==> src/design/cfes_pkg.sv <==
// ----------------------------------------------------------------------------
// cfes_pkg
// Shared types and constants for the ring-buffer FIFO with end swap:
// operation and status codes, sequencer states and the result word.
// ----------------------------------------------------------------------------
`default_nettype none

package cfes_pkg;

    // Width of one stored word and of the reported count.
    localparam int DATA_W  = 32;
    localparam int COUNT_W = 8;

    // Operation codes carried with each input beat.
    typedef enum logic [2:0] {
        FUNC_PUSH     = 3'd0,
        FUNC_POP      = 3'd1,
        FUNC_REP_HEAD = 3'd2,
        FUNC_REP_TAIL = 3'd3,
        FUNC_SWAP     = 3'd4,
        FUNC_PEEK     = 3'd5
    } func_t;

    // Status codes returned with each result beat.
    typedef enum logic [1:0] {
        STATUS_OK    = 2'd0,
        STATUS_EMPTY = 2'd1,
        STATUS_FULL  = 2'd2
    } status_t;

    // Sequencer states.
    typedef enum logic [1:0] {
        ST_IDLE,
        ST_EXEC,
        ST_SWAP2
    } state_t;

    // One result item.
    typedef struct packed {
        status_t                    status;
        logic                       is_full;
        logic                       is_empty;
        logic [COUNT_W-1:0]         item_count;
        logic signed [DATA_W-1:0]   tail_value;
        logic signed [DATA_W-1:0]   out_value;
    } res_t;

endpackage : cfes_pkg

`default_nettype wire

==> src/design/cfes_ram.sv <==
// ----------------------------------------------------------------------------
// cfes_ram
// Slot store: one write port and two read ports with registered read data.
// Read data holds while rd_en is low.
// ----------------------------------------------------------------------------
`default_nettype none

module cfes_ram
    import cfes_pkg::*;
#(
    parameter int DEPTH = 128,
    parameter int AW    = 7
)
(
    input  wire logic                     clk,
    input  wire logic                     wr_en,
    input  wire logic [AW-1:0]            wr_addr,
    input  wire logic signed [DATA_W-1:0] wr_data,
    input  wire logic                     rd_en,
    input  wire logic [AW-1:0]            rd_addr_a,
    input  wire logic [AW-1:0]            rd_addr_b,
    output logic signed [DATA_W-1:0]      rd_data_a,
    output logic signed [DATA_W-1:0]      rd_data_b
);

    logic signed [DATA_W-1:0] mem [DEPTH];

    // Write port.
    always_ff @(posedge clk)
    begin
        if (wr_en)
        begin
            mem[wr_addr] <= wr_data;
        end
    end

    // Two registered read ports.
    always_ff @(posedge clk)
    begin
        if (rd_en)
        begin
            rd_data_a <= mem[rd_addr_a];
            rd_data_b <= mem[rd_addr_b];
        end
    end

endmodule : cfes_ram

`default_nettype wire

==> config.mk <==
export PLATFORM = sky130hd
export DESIGN_NAME = cfes_ram
export DESIGN_NICKNAME = d
export VERILOG_FILES = /design/src/design/cfes_pkg.sv /design/src/design/cfes_ram.sv
export SDC_FILE = /design/constraint.sdc
export NUM_CORES = 2
export LEC_CHECK = 0
export ABC_CLOCK_PERIOD_IN_PS = 6100
export BUFFER_PORTS_ARGS = -buffer_cell sky130_fd_sc_hd__buf_2
export CAP_MARGIN = 20
export CELL_PAD_IN_SITES_DETAIL_PLACEMENT = 1
export CELL_PAD_IN_SITES_GLOBAL_PLACEMENT = 1
export CORE_UTILIZATION = 45
export CTS_CLUSTER_DIAMETER = 80
export CTS_CLUSTER_SIZE = 30
export DETAILED_ROUTE_END_ITERATION = 8
export PLACE_DENSITY = 0.64
export SYNTH_ARGS = -nofsm -noshare
export SYNTH_HDL_FRONTEND = slang
export SYNTH_SLANG_ARGS = --single-unit
==> constraint.sdc <==
create_clock -name clk -period 6.1 [get_ports clk]
set_clock_uncertainty 0.2 [all_clocks]
set_input_delay 0.305 -clock clk [delete_from_list [all_inputs] [get_ports clk]]
set_output_delay 0.305 -clock clk [all_outputs]
set_load 0.1 [all_outputs]
==> results.json <==
{
  "drive_gt1_frac": 0.466,
  "htreeDepth": 4,
  "fin_crit_ns": 3.80,
  "clock_latency_ns": 1.01,
  "grt_pass1_vias": 99800,
  "cts_tree": "built",
  "worstReg2RegStart": "mem[55][22]",
  "fin_util": 0.495,
  "finalNonFillerCells": 13700,
  "synth_top_area_frac": 0.660,
  "hold_viol": 0,
  "die_area_um2": 424000,
  "grt.total_usage": 0.284,
  "synthXorXnorAreaFrac": 0,
  "hpwl_um": 367000,
  "initial_core_util": 0.453,
  "vdd_drop_max_mv": 0.225,
  "cts_resized": 0,
  "hold_path_class": "input pin to register",
  "synth_compound_area_frac": 0,
  "p_per_area_nw_per_um2": 261,
  "clk_pin_slew_ns": 0.11,
  "gr-total-overflow": 0,
  "tns_ns": 0,
  "yosysMostFrequentCell": "edfxtp_1",
  "syn-cell-area_um2": 189000,
  "synth_area_leaders": "edfxtp_1, mux4_2, clkbuf_1",
  "post_cts_buffers": 0,
  "synth_top_family_by_area": "multiplexers",
  "drtAntennaViolNets": 0,
  "p_leak_nw": 61.2,
  "worstSetupStartpointType": "input pin",
  "holdPathStages": 2,
  "firstDrtPassIters": 6,
  "antenna_found_initial": 86,
  "worstMarginPinSlew_ns": 1.24,
  "cts_root_buf": "clkbuf_16",
  "setup_viol": 0,
  "grt_start_max_net_pins": 120,
  "critPathCaptureType": "register",
  "placed_cell_area_um2": 199000,
  "ys_top_cells_by_count": "edfxtp_1, mux4_2, clkbuf_1",
  "synth_top_area_cell": "edfxtp_1",
  "r2r_end": "rd_data_a[22]",
  "ys_seq_area_frac": 0.660,
  "die_h_um": 651,
  "syn_to_final_growth_pct": 9.28,
  "cts.sinks": 4160,
  "yosysWarningCount": 0,
  "dp.cells": 13100,
  "path_class": "input pin to register",
  "grt_pass1_wl_um": 828000,
  "cts_buffers": 195,
  "drt_wl_total_um": 602000,
  "r2r_slack_ns": 2.69,
  "synth_cell_types": 16,
  "syn_nets": 7757,
  "drtIter0Drc": 13300,
  "max_cap_viol_count": 0,
  "syn_inst": 7701,
  "clock_path_buffers": 4,
  "cp_data_arrival_time_ns": 4.35,
  "async_flop_share": 0,
  "gp_congestion": 0.818,
  "synthSimpleGateAreaFrac": 0.00368,
  "rows": 237,
  "clock.fmax_ghz": 0.263,
  "io_buffers": 119,
  "ys_seq_elements": 4160,
  "design_area_um2": 207000,
  "synth_edf_count": 4160,
  "min_from": "wr_data[0]",
  "outcome": "finished, final reports clean",
  "vias": 95700,
  "slew_viol_final": 0,
  "min_to": "mem[48][0]",
  "viasPerCell": 7.01,
  "fin_nets": 7896,
  "reg2regPathDepth": 5,
  "synth_ff_type": "edfxtp_1",
  "core_area_um2": 418000,
  "rsz0062_at_grt": "no",
  "synth_fa_ha_area_frac": 0,
  "fin_crit_sh": 0.623,
  "post_drt_wl_per_cell_um": 44.1,
  "pin_count": 120,
  "worstPathRequired_ns": 6.65,
  "maxSlewHeadroom": 0.171,
  "remaining_drc_errors": 0,
  "muxShareOfSynthArea": 0.323,
  "syn_avg_cell_area_um2": 24.6,
  "cp_max_fo": 77,
  "die_x_um": 651
}
## worst max path at each step
stage | start | to | slack, ns | cells past startpoint
3_3_place_gp | rd_addr_a[0] | rd_data_a[15] | 1.66 | 7
5_1_grt | rd_addr_a[0] | rd_data_a[22] | 2.19 | 8
4_1_cts | rd_addr_a[0] | rd_data_a[22] | 2.37 | 8
3_5_place_dp | rd_addr_a[0] | rd_data_a[15] | 1.61 | 7
2_1_floorplan | wr_en | mem[98][0] | 2.36 | 3
6_report | rd_addr_a[0] | rd_data_a[22] | 2.30 | 8
## worst max-delay path, stage by stage
cell	delay, ns
buf_12	0.56
buf_12	0.32
buf_12	0.37
mux4_2	0.56
mux4_2	0.56
mux4_2	0.47
mux2_2	0.26
dlygate4sd3_1	0.55
## power by group
group          internal (mW)  leakage [nW]  switching [mW]
clock                   6.59          3.15            10.0
combinational           2.27          20.6            3.27
sequential              31.6          37.4           0.248
total                   40.5          61.2            13.6
## flip-flops by register name (all words and copies together), names as in the netlist
signal and flops:
mem 4096, rd_data_a 32, rd_data_b 32
## cell usage in the layout (no fill, tap or decap)
master,count
buf_12,83
buf_16,4
buf_2,73
buf_4,341
buf_6,4
buf_8,7
bufinv_16,5
clkbuf_1,6
clkbuf_16,198
clkinv_1,6
clkinv_16,4
clkinv_2,6
clkinv_4,10
clkinv_8,19
clkinvlp_4,11
diode_2,178
dlygate4sd3_1,49
edfxtp_1,4160
inv_12,8
inv_6,42
inv_8,21
mux2_2,64
mux4_2,2688
nand2_1,14
nand2b_1,2
nand3_1,12
nand4_1,3
nor2_1,3
nor2_4,119
nor2b_1,7
nor3_2,9
or3_1,1
## routing by layer
metal  routed length, um  global-route usage  vias up  part of all wire
met5                 131                   0        -           0.00022
met4               20700              0.0888       22             0.034
met3               53400              0.0508      773             0.089
met2              301000               0.473     5001              0.50
met1              227000               0.383    54300              0.38
li1                    -                   -    35600                 -
## layout make-up
type,count,area [um2]
fill,35300,211000
multi-input combinational,2922,62900
antenna,178,445
timing repair buffer,561,5340
tap,5497,6880
sequential,4160,125000
clock buffer,204,4980
clock inverter,132,1540
## timing repair
| item | 4_1_cts | 5_1_grt |
|---|---|---|
| endpoints found under the setup margin | 0 | 0 |
| hold buffers | 49 | 0 |
| hold endpoints to repair | 1374 | 0 |
## per-stage QoR
stage / setup slack [ns] / hold WS [ns] / power [mW]
after floorplan: 2.36 / 0.204 / 35.6
after global placement: 1.66 / 0.394 / 37.9
after detailed placement: 1.61 / 0.412 / 38.0
after CTS: 2.37 / 0.00546 / 54.2
after global routing: 2.19 / 0.0566 / 55.2
final: 2.30 / 0.0423 / 54.0
## logic make-up (layout without fill, tap and decap cells)
group | after synthesis | in the layout
and+or+nand+nor | 170 | 170
other | 0 | 178
muxes | 2752 | 2752
buffers and inverters | 619 | 897
DFF | 4160 | 4160
No activity file was read; power rests on OpenSTA's default activity.
