`config.mk`:
```
export PLATFORM = sky130hd
export DESIGN_NAME = cfes_ctrl
export DESIGN_NICKNAME = d
export VERILOG_FILES = /design/src/design/cfes_pkg.sv /design/src/design/cfes_ctrl.sv
export SDC_FILE = /design/constraint.sdc
export NUM_CORES = 1
export LEC_CHECK = 0
export ABC_AREA = 1
export BUFFER_PORTS_ARGS = -buffer_cell sky130_fd_sc_hd__buf_4
export CAP_MARGIN = 20
export CELL_PAD_IN_SITES_DETAIL_PLACEMENT = 1
export CELL_PAD_IN_SITES_GLOBAL_PLACEMENT = 1
export CORE_ASPECT_RATIO = 1.2
export CORE_MARGIN = 5
export CORE_UTILIZATION = 29
export CTS_BUF_LIST = sky130_fd_sc_hd__clkbuf_4
export DETAILED_ROUTE_END_ITERATION = 8
export GPL_TIMING_DRIVEN = 0
export PLACE_DENSITY = 0.76
export SLEW_MARGIN = 20
export SYNTH_ARGS = -nofsm -noshare
export SYNTH_HDL_FRONTEND = slang
export SYNTH_SLANG_ARGS = --single-unit
```
`constraint.sdc`:
```
create_clock -name clk -period 1.75 [get_ports clk]
set_clock_uncertainty 0.1 [all_clocks]
set_input_delay 0.175 -clock clk [delete_from_list [all_inputs] [get_ports clk]]
set_output_delay 0.175 -clock clk [all_outputs]
set_load 0.02 [all_outputs]
```
`src/design/cfes_pkg.sv`:
```
// ----------------------------------------------------------------------------
// cfes_pkg
// Shared types and constants for the ring-buffer FIFO with end swap:
// operation and status codes, sequencer states and the result word.
// ----------------------------------------------------------------------------
`default_nettype none

package cfes_pkg;

    // Width of one stored word and of the reported count.
    localparam int DATA_W  = 32;
    localparam int COUNT_W = 8;

    // Operation codes carried with each input beat.
    typedef enum logic [2:0] {
        FUNC_PUSH     = 3'd0,
        FUNC_POP      = 3'd1,
        FUNC_REP_HEAD = 3'd2,
        FUNC_REP_TAIL = 3'd3,
        FUNC_SWAP     = 3'd4,
        FUNC_PEEK     = 3'd5
    } func_t;

    // Status codes returned with each result beat.
    typedef enum logic [1:0] {
        STATUS_OK    = 2'd0,
        STATUS_EMPTY = 2'd1,
        STATUS_FULL  = 2'd2
    } status_t;

    // Sequencer states.
    typedef enum logic [1:0] {
        ST_IDLE,
        ST_EXEC,
        ST_SWAP2
    } state_t;

    // One result item.
    typedef struct packed {
        status_t                    status;
        logic                       is_full;
        logic                       is_empty;
        logic [COUNT_W-1:0]         item_count;
        logic signed [DATA_W-1:0]   tail_value;
        logic signed [DATA_W-1:0]   out_value;
    } res_t;

endpackage : cfes_pkg

`default_nettype wire

```
`src/design/cfes_ctrl.sv`:
```
// ----------------------------------------------------------------------------
// cfes_ctrl
// Sequencer of the FIFO: keeps head, tail and count, reads both ends of the
// slot store, applies the operation and writes back, then hands one result.
// ----------------------------------------------------------------------------
`default_nettype none

module cfes_ctrl
    import cfes_pkg::*;
#(
    parameter int DEPTH = 128,
    parameter int AW    = 7,
    parameter int CW    = 8
)
(
    input  wire logic                     clk,
    input  wire logic                     rst_n,
    // Operation input
    input  wire logic                     op_valid,
    output logic                          op_ready,
    input  wire func_t                    op_func,
    input  wire logic signed [DATA_W-1:0] op_value,
    // Result output
    output logic                          res_valid,
    input  wire logic                     res_ready,
    output res_t                          res,
    // Slot store
    output logic                          wr_en,
    output logic [AW-1:0]                 wr_addr,
    output logic signed [DATA_W-1:0]      wr_data,
    output logic                          rd_en,
    output logic [AW-1:0]                 rd_addr_a,
    output logic [AW-1:0]                 rd_addr_b,
    input  wire logic signed [DATA_W-1:0] rd_data_a,
    input  wire logic signed [DATA_W-1:0] rd_data_b
);

    localparam logic [AW-1:0] LAST_IDX  = AW'(DEPTH - 1);
    localparam logic [CW-1:0] FULL_CNT  = CW'(DEPTH);

    state_t                   state_reg, state_next;
    logic [AW-1:0]            head_reg, head_next;
    logic [AW-1:0]            tail_reg, tail_next;
    logic [CW-1:0]            count_reg, count_next;
    func_t                    func_reg;
    logic signed [DATA_W-1:0] value_reg;
    logic                     accept;
    logic                     empty;
    logic                     full;
    logic [AW-1:0]            head_inc;
    logic [AW-1:0]            tail_inc;
    status_t                  status;
    logic signed [DATA_W-1:0] res_a;
    logic signed [DATA_W-1:0] res_b;

    // Ring increments and end flags.
    assign head_inc = (head_reg == LAST_IDX) ? '0 : head_reg + 1'b1;
    assign tail_inc = (tail_reg == LAST_IDX) ? '0 : tail_reg + 1'b1;
    assign empty    = (count_reg == '0);
    assign full     = (count_reg == FULL_CNT);

    // An item enters only when the sequencer is idle; both ends are read then.
    assign op_ready  = (state_reg == ST_IDLE);
    assign accept    = op_valid && op_ready;
    assign rd_en     = accept;
    assign rd_addr_a = head_reg;
    assign rd_addr_b = tail_reg;
    assign res_valid = (state_reg == ST_EXEC);

    // Next state, write-back and result.
    always_comb
    begin
        state_next = state_reg;
        head_next  = head_reg;
        tail_next  = tail_reg;
        count_next = count_reg;
        wr_en      = 1'b0;
        wr_addr    = head_reg;
        wr_data    = value_reg;
        status     = STATUS_OK;
        res_a      = '0;
        res_b      = '0;

        case (state_reg)
            ST_IDLE:
            begin
                if (accept)
                begin
                    state_next = ST_EXEC;
                end
            end

            ST_EXEC:
            begin
                case (func_reg)
                    FUNC_PUSH:
                    begin
                        if (full)
                        begin
                            status = STATUS_FULL;
                        end
                        else
                        begin
                            wr_en      = res_ready;
                            wr_addr    = tail_inc;
                            tail_next  = tail_inc;
                            count_next = count_reg + 1'b1;
                        end
                    end
                    FUNC_POP:
                    begin
                        if (empty)
                        begin
                            status = STATUS_EMPTY;
                        end
                        else
                        begin
                            res_a      = rd_data_a;
                            head_next  = head_inc;
                            count_next = count_reg - 1'b1;
                        end
                    end
                    FUNC_REP_HEAD:
                    begin
                        if (empty)
                        begin
                            status = STATUS_EMPTY;
                        end
                        else
                        begin
                            res_a = rd_data_a;
                            wr_en = res_ready;
                        end
                    end
                    FUNC_REP_TAIL:
                    begin
                        if (empty)
                        begin
                            status = STATUS_EMPTY;
                        end
                        else
                        begin
                            wr_en   = res_ready;
                            wr_addr = tail_reg;
                        end
                    end
                    FUNC_SWAP:
                    begin
                        // The old tail goes to the head now, the old head to
                        // the tail in the following cycle.
                        if (empty)
                        begin
                            status = STATUS_EMPTY;
                        end
                        else
                        begin
                            wr_en   = res_ready;
                            wr_data = rd_data_b;
                        end
                    end
                    FUNC_PEEK:
                    begin
                        if (empty)
                        begin
                            status = STATUS_EMPTY;
                        end
                        else
                        begin
                            res_a = rd_data_a;
                            res_b = rd_data_b;
                        end
                    end
                    default:
                    begin
                        status = STATUS_OK;
                    end
                endcase

                if (res_ready)
                begin
                    state_next = (func_reg == FUNC_SWAP && !empty) ? ST_SWAP2 : ST_IDLE;
                end
                else
                begin
                    head_next  = head_reg;
                    tail_next  = tail_reg;
                    count_next = count_reg;
                end
            end

            ST_SWAP2:
            begin
                wr_en      = 1'b1;
                wr_addr    = tail_reg;
                wr_data    = rd_data_a;
                state_next = ST_IDLE;
            end

            default:
            begin
                state_next = ST_IDLE;
            end
        endcase
    end

    // Result word, flags taken from the count after the operation.
    always_comb
    begin
        res.out_value  = res_a;
        res.tail_value = res_b;
        res.item_count = COUNT_W'(count_next);
        res.is_empty   = (count_next == '0);
        res.is_full    = (count_next == FULL_CNT);
        res.status     = status;
    end

    // Control state.
    always_ff @(posedge clk or negedge rst_n)
    begin
        if (!rst_n)
        begin
            state_reg <= ST_IDLE;
            head_reg  <= '0;
            tail_reg  <= LAST_IDX;
            count_reg <= '0;
        end
        else
        begin
            state_reg <= state_next;
            head_reg  <= head_next;
            tail_reg  <= tail_next;
            count_reg <= count_next;
        end
    end

    // Captured operation.
    always_ff @(posedge clk)
    begin
        if (accept)
        begin
            func_reg  <= op_func;
            value_reg <= op_value;
        end
    end

    // The count never passes the depth.
    a_count_range: assert property (@(posedge clk) disable iff (!rst_n)
        count_reg <= FULL_CNT)
        else $error("word count above depth");

    // An accepted item always goes to the execute step.
    a_accept_exec: assert property (@(posedge clk) disable iff (!rst_n)
        accept |=> (state_reg == ST_EXEC))
        else $error("accepted item not executed");

    // A stalled result leaves the queue state untouched.
    a_stall_hold: assert property (@(posedge clk) disable iff (!rst_n)
        (state_reg == ST_EXEC && !res_ready) |=>
            ($stable(count_reg) && $stable(head_reg) && $stable(tail_reg)))
        else $error("queue state moved while result stalled");

    // The second swap write lasts one cycle.
    a_swap_done: assert property (@(posedge clk) disable iff (!rst_n)
        (state_reg == ST_SWAP2) |=> (state_reg == ST_IDLE))
        else $error("swap write-back did not finish");

    // Only the execute step moves the count, by one at most.
    a_count_step: assert property (@(posedge clk) disable iff (!rst_n)
        (state_reg != ST_EXEC) |=> $stable(count_reg))
        else $error("count changed outside execute step");

endmodule : cfes_ctrl

`default_nettype wire

```
==> results.md <==
- Skew-Pair Late Insertion Delay: 0.46 ns
- Internal power: 8.927 mW
- Num rows: 51
- Synth Warn #: 0
- Placed cell count: between 1000 and 1500
- Routed Wire Length: 32700 um
- Syn Inst Count: 692
- Synthesized cell area: 4727 um2
- Synth top area share: 0.2223
- Post-synth EDFFs: 35
- CTS tree: done
- H-tree depth: 3
- Worst vdd ir: 1.153 mV
- Final hold violations: 3
- Die W: 126.5 um
- Core area: 16140 um2
- Setup TNS: -87.16 ns
- R2r setup slk: -0.28 ns
- Max FFs per register: 32
- RSZ-0062 raised after global routing: true
- Synth area leader: edfxtp_1
- Area Overhead vs Synth: 124.4%
- Maxcap violations: 0
- Crit end category: output port
- 1st-iter DRT viols: 333
- Vias in the first global route: 7251
- Root buffer cell: clkbuf_4
- Synth unique cells: 38
- # port buffers: 235
- Worst rel slew slack: 0.6100
- Via-to-Cell Ratio: 5.464
- P per Cell Area: 1772 nW/um2
- Worst-Margin Slew: 0.5850 ns
- DR WL/cell: roughly 25 um
- Reg clk slew, reported paths: ~0.12 ns
- TritonCTS Buffers: 9
- GRT overflow: 0
- Slew Viols, Final: 0
- Antenna Nets Post-Route: 0
- Nets: 1179
- Clock share of power: 0.057
- Leakage power: 4.768 nW
- Global Route Usage Sum: 0.2836
- Period Utilization, post-route: 1.512
- Switch Pwr: a little under 10 mW
- Clk sinks: 59
- Post-route insts no fill: 1286
- Hold Crit Class: in -> reg
- Final worst slack: -0.8967 ns
- Initial DRT Pass Iterations: 4
- Syn avg cell area: 6.831 um2
- Starting Density: 0.2928
- Post-DP HPWL: 18230 um
- # setup viols final: 129
- #FFs+latches synth: 59
- Switch share: 0.5251
- Tmin final: 2.647 ns
- Worst path arrival time: 2.37 ns
- Place WS: -0.6872 ns
- Layout cell share with drive strength beyond 1: 0.6291
- Fmax: 377.8 MHz
- Hold_ws: -0.02203 ns
- Post-synth top flop: edfxtp_1
- Die area: about 19000 um2
- Crit path required time: 1.47 ns
- Sequential Power Share: 0.127
- Logic gate share of total power: 0.816
- Post-route DRC: 0
- Startpoint Class: flip-flop
- IO Pins: 236
- Seq/Total Area, Yosys: 0.3512
- Die height: 149.9 um
- Crit Path Category: reg -> out
- Initial antenna violation count: 1
- Largest net degree at the start of global routing: 25
- Status: finished with violations
- Clock buffer depth: 2
- Crit-path max FO: 10
- GPL Wtd Cong: 0.9059
- Failing checks: hold timing, setup timing
- Ranking of synthesized cells by area: edfxtp_1, nand2_1, dfrtp_1
- Synthesized net count: 803
- Via Count: 7027
- Power, Total: 18.80 mW
- Post-synth ARST share: 0.4068
- First-pass GRT wire length: 41390 um
[cell usage after synthesis, drive strengths merged (9+ instances only)]
cell and instances:
a21oi 50, a22oi 32, buf 18, clkbuf 23, dfrtp 17, edfxtp 35, inv 73, nand2 201
nand3 38, nand4 9, nor2 109, o21ai 17, o22ai 35, xor2 10
[critical path, cell delays in order, from the launching register on]
cell and delay [ns]:
dfrtp_1 0.41, inv_2 0.07, ha_4 0.18, inv_2 0.06, nor2_4 0.04, nand2_4 0.14
buf_8 0.18, nand2_1 0.14, o22ai_2 0.17, nand2_1 0.09, a22oi_2 0.26, buf_6 0.16
[power groups by stage]
stage | Clock, mW | Sequential, mW | Combinational, mW
after floorplan | 0 | 2.40 | 6.57
after global placement | 0 | 2.37 | 10.2
after detailed placement | 0 | 2.38 | 10.3
after CTS | 1.04 | 2.35 | 13.1
after global routing | 1.12 | 2.44 | 16.0
final | 1.07 | 2.40 | 15.3
[placed cells by master (no fill, tap or decap), types with 9 or more instances in the layout]
master	Yosys	layout
nand2_1	191	127
nand4_1	9	9
buf_6	8	131
o22ai_2	0	23
dlygate4sd3_1	0	36
a21oi_1	50	40
o22ai_1	35	10
nand2_4	3	36
buf_12	0	12
inv_2	7	14
nor2_2	6	9
buf_4	1	192
dfrtp_1	17	13
inv_1	66	54
nor2_1	99	18
clkbuf_4	0	16
xor2_1	10	9
a22oi_2	0	32
nand2_2	7	34
edfxtp_1	35	35
nand3_2	1	12
nand3_1	37	21
nor2_4	3	81
[cell families after synthesis]
| kind of cell | synth area share |
|---|---|
| and+or+nand+nor | 0.3250 |
| AOI/OAI and AO/OA | 0.1752 |
| buffers and inverters | 0.1069 |
| DFF | 0.3512 |
| xor gates and xnor gates | 0.02038 |
| adders and majority gates | 0.02118 |
[layer usage]
metal	track usage	vias to the layer above	part of all wire
met5	0	-	0
met4	0.1470	0	0.062
met3	0.04141	113	0.057
met2	0.5236	372	0.54
met1	0.3128	3471	0.34
li1	-	3071	-
[final cells by class]
class / count / area (um2)
clock buffer: 11 / 82.58
buffer: 35 / 430.4
multi-input combinational: 518 / 4212
sequential: 59 / 1665
antenna: 1 / 2.502
inverter: 74 / 314.1
tap: 212 / 265.3
timing repair inverter: 2 / 15.01
timing repair buffer: 369 / 3576
fill: 1769 / 5535
clock inverter: 5 / 46.29
[per-stage QoR]
| step | cell area, um2 | util |
|---|---|---|
| after global placement | 7385 | 0.4574 |
| after global routing | 10610 | 0.6571 |
| final | 10610 | 0.6571 |
| after CTS | 9499 | 0.5884 |
| after detailed placement | 7385 | 0.4574 |
| after floorplan | 5355 | - |
[worst paths after layout]
check | startpoint | endpoint | depth (start not counted)
worst min-delay path | res_ready | rd_addr_b[4] | 3
worst max-delay path | count_reg[1] | wr_data[2] | 11
max in group asynchronous | rst_n | rd_addr_b[4] | 2
min in group asynchronous | rst_n | count_reg[6] | 2
worst min register to register | rd_addr_b[2] | rd_addr_b[2] | 2
worst max register to register | func_reg[1] | rd_addr_a[3] | 11
[repair_timing]
action | CTS | global route
resized for setup | 239 | 232
setup buffers | 60 | 40
pin swaps | 51 | 95
gates cloned | 10 | 2
hold buffers | 36 | 0
hold endpoints to repair | 61 | 0
setup endpoints to repair | 174 | 174
No activity file was read; power rests on OpenSTA's default activity.
